`src/rtl/pbb_ram.sv`:
```
// ----------------------------------------------------------------------------
// pbb_ram
// Simple dual-port RAM: one write port, one read port with registered data.
// ----------------------------------------------------------------------------
module pbb_ram #(
  parameter int WIDTH = 8,
  parameter int DEPTH = 16
) (
  input  logic                     clk,
  input  logic                     we,
  input  logic [$clog2(DEPTH)-1:0] waddr,
  input  logic [WIDTH-1:0]         wdata,
  input  logic [$clog2(DEPTH)-1:0] raddr,
  output logic [WIDTH-1:0]         rdata
);

  logic [WIDTH-1:0] mem [DEPTH];

  always_ff @(posedge clk) begin
    if (we) begin
      mem[waddr] <= wdata;
    end
    rdata <= mem[raddr];
  end

endmodule

```
`config.mk`:
```
export PLATFORM = sky130hd
export DESIGN_NAME = pbb_ram
export DESIGN_NICKNAME = d
export VERILOG_FILES = /design/src/rtl/pbb_ram.sv
export SDC_FILE = /design/constraint.sdc
export NUM_CORES = 1
export LEC_CHECK = 0
export ABC_AREA = 1
export BUFFER_PORTS_ARGS = -buffer_cell sky130_fd_sc_hd__buf_2
export CAP_MARGIN = 15
export CELL_PAD_IN_SITES_DETAIL_PLACEMENT = 1
export CELL_PAD_IN_SITES_GLOBAL_PLACEMENT = 1
export CORE_ASPECT_RATIO = 0.7
export CORE_MARGIN = 4
export CORE_UTILIZATION = 52
export CTS_CLUSTER_DIAMETER = 40
export DETAILED_ROUTE_END_ITERATION = 8
export GPL_TIMING_DRIVEN = 0
export PLACE_DENSITY = 0.9
export SLEW_MARGIN = 0
export SYNTH_ARGS = -nofsm -noshare
export SYNTH_HDL_FRONTEND = slang
export SYNTH_SLANG_ARGS = --single-unit
```
`constraint.sdc`:
```
create_clock -name clk -period 1.77 [get_ports clk]
set_input_delay 0.0885 -clock clk [delete_from_list [all_inputs] [get_ports clk]]
set_output_delay 0.0885 -clock clk [all_outputs]
set_load 0.01 [all_outputs]
```
==> flow_summary.yaml <==
timing:
  slew_headroom_pct: 28.03
  timing.fmax_mhz: 829.1
  finalSetupTns_ps: 0
  period_needed_ps: 1206
  finalSetupViolCount: 0
  slew_violations: 0
  hold_viol_final: 0
  period_share_pct: 68.14
  rsz0062_at_grt: "no"
  finClkSkew_ps: 4.587
  worst_pin_slew_ps: 1076
setup_path:
  cp_data_arrival_time_ps: 1260
  critPathLaunchType: "input port"
  path_class: "in -> reg"
  crit_fanout: 8
  rrSetupSlack_ps: 610
  r2r_start: "mem[10][5]"
  crit_end: "mem[4][3]"
  endpoint_kind: "flop"
  r2r_cells: 6
  startpoint: "waddr[3]"
  critPathRequiredTime_ps: 1820
  timing.rr.end: "rdata[5]"
floorplan:
  io_pins: 26
  die_area_um2: 12870
  coreArea_um2: 10590
  dieWidth_um: 133.9
  die_y_um: 96.11
  initial_core_util_pct: 54.46
  row_count: 31
power_and_ir_drop:
  pwr-share-comb_pct: 6.9
  power_frac_clock_pct: 45.7
  power_frac_seq_pct: 47.5
  leakage_nw: 2.890
  internal-power_mw: 5.928
  netSwitchingPower_mw: 1.706
  power_density_nw_per_um2: 1151
  ir_drop_mv: 0.9195
  p_sw_share_pct: 22.34
clock_network:
  clkTransAtPathRegs_ps: 60
  root_buffer: "clkbuf_16"
  clock_latency_ps: 430
  hold_buffers: 0
  post_cts_buffers: 0
  cts.sinks: 136
  clock_path_buffers: 2
  cts_max_level: 4
  cts_buffers: 17
  cts_tree: "built"
  post_cts_resize_count: 0
placed_design:
  gp_congestion: 0.8655
  numPortBuffers: 22
  hpwl_mm: 11.46
run:
  max-cap-violations: 0
finish:
  final_common_cell: "nand2_1"
  layout-drive-gt1-share_pct: 12.07
  diodes: 0
  n_fill_cell: 1147
  syn_to_final_growth_pct: 15.01
  regArea_um2: 4004
  multi_input_area_um2: 1214
  nets: 610
  mostFrequentLayoutCells: "173 x nand2_1, 128 x edfxtp_1, 100 x inv_1"
  utilization_pct: 62.64
drt:
  dr.pass1.iters: 5
  via_per_inst: 5.635
  vias: 4243
  ant_nets: 0
  drt-total-wl_mm: 17.76
  first_iter_violations: 564
  drc: 0
  wl_per_cell_um: 23.58
global_route:
  grt_max_degree: 17
  grt_antenna_before_repair: 0
  grtUsageTotal_pct: 29.80
  overflow: 0
  grt_pass1_vias: 4607
  grt_pass1_wl_mm: 26.83
logic_synthesis:
  synth_nets: 569
  yosys-top-cells-area: "edfxtp_1 67%, nand2_1 11%, nand3_1 8.4%"
  yosysTopAreaCellShare_pct: 66.65
  synth_top_cell_by_area: "edfxtp_1"
  postSynthAreaPerCell_um2: 10.47
  synth_cells: 551
  syn_area_um2: 5767
  ys_seq_area_share_pct: 69.43
  synth_warnings: 0
  synth.distinct_cells: 12
  ys_ff_latch: 136
status:
  outcome: "completed"
min_path:
  holdCritPathClass: "in -> reg"
## stage by stage
stage	total power [mW]	hold slack (ps)	setup slack, ps	cells	instance area (µm²)
CTS	7.628	83.83	597.7	753	6633
floorplan	3.949	187.4	730.7	551	5767
global placement	4.146	483.7	261.0	721	6062
global route	7.857	85.03	517.3	753	6633
detailed placement	4.187	485.2	155.9	721	6062
finish	7.634	105.4	563.9	753	6633
## metal layers
layer,up-vias,global-route usage (%),wire length [µm]
met3,66,10.19,1777
li1,1859,-,-
met5,-,0,0
met4,0,14.64,757
met1,2096,37.76,7142
met2,222,46.60,8079
## kinds of logic after synthesis
kind of cell / synth area share, %
buffers and inverters: 9.525
flip-flops: 69.43
AND/OR/NAND/NOR: 21.05
## worst max-delay path, stage by stage
cell,delay (ps)
buf_2,120
nand3b_1,260
nor2_1,780
## worst min-delay path by stage
stage               startpoint        end  cells past startpoint
floorplan             wdata[0]  mem[0][0]                      0
global placement      rdata[4]   rdata[4]                      1
detailed placement    rdata[5]   rdata[5]                      1
CTS                   wdata[4]  mem[8][4]                      1
global route          wdata[4]  mem[8][4]                      1
finish                wdata[4]  mem[1][4]                      1
## cells in the mapped netlist
cell and instances:
nand2_1 173, edfxtp_1 128, inv_1 100, nand3_1 97, nor2_1 17, buf_2 13, dfxtp_1 8, buf_6 6
buf_4 4, inv_2 2, nand3b_1 2, buf_1 1
## power by group through the flow
stage               registers [mW]  logic [mW]  clock network (mW)
floorplan                     3.69       0.254                   0
global placement              3.68       0.463                   0
detailed placement            3.69       0.496                   0
CTS                           3.63       0.510                3.49
global route                  3.63       0.559                3.67
finish                        3.63       0.523                3.49
## state kept, by name, indices dropped and copies added (netlist names)
signal,cells
mem,128
rdata,8
## layout make-up
| type | instances | area share, % |
|---|---|---|
| well taps | 148 | 2.792 |
| clock buffers | 21 | 6.640 |
| repair buffers | 22 | 1.660 |
| clock inverters | 11 | 1.962 |
| plain buffers | 24 | 2.509 |
| multi-input cells | 289 | 18.30 |
| flip-flops and latches | 136 | 60.37 |
| inverters | 102 | 5.772 |
No activity file was read; power rests on OpenSTA's default activity.
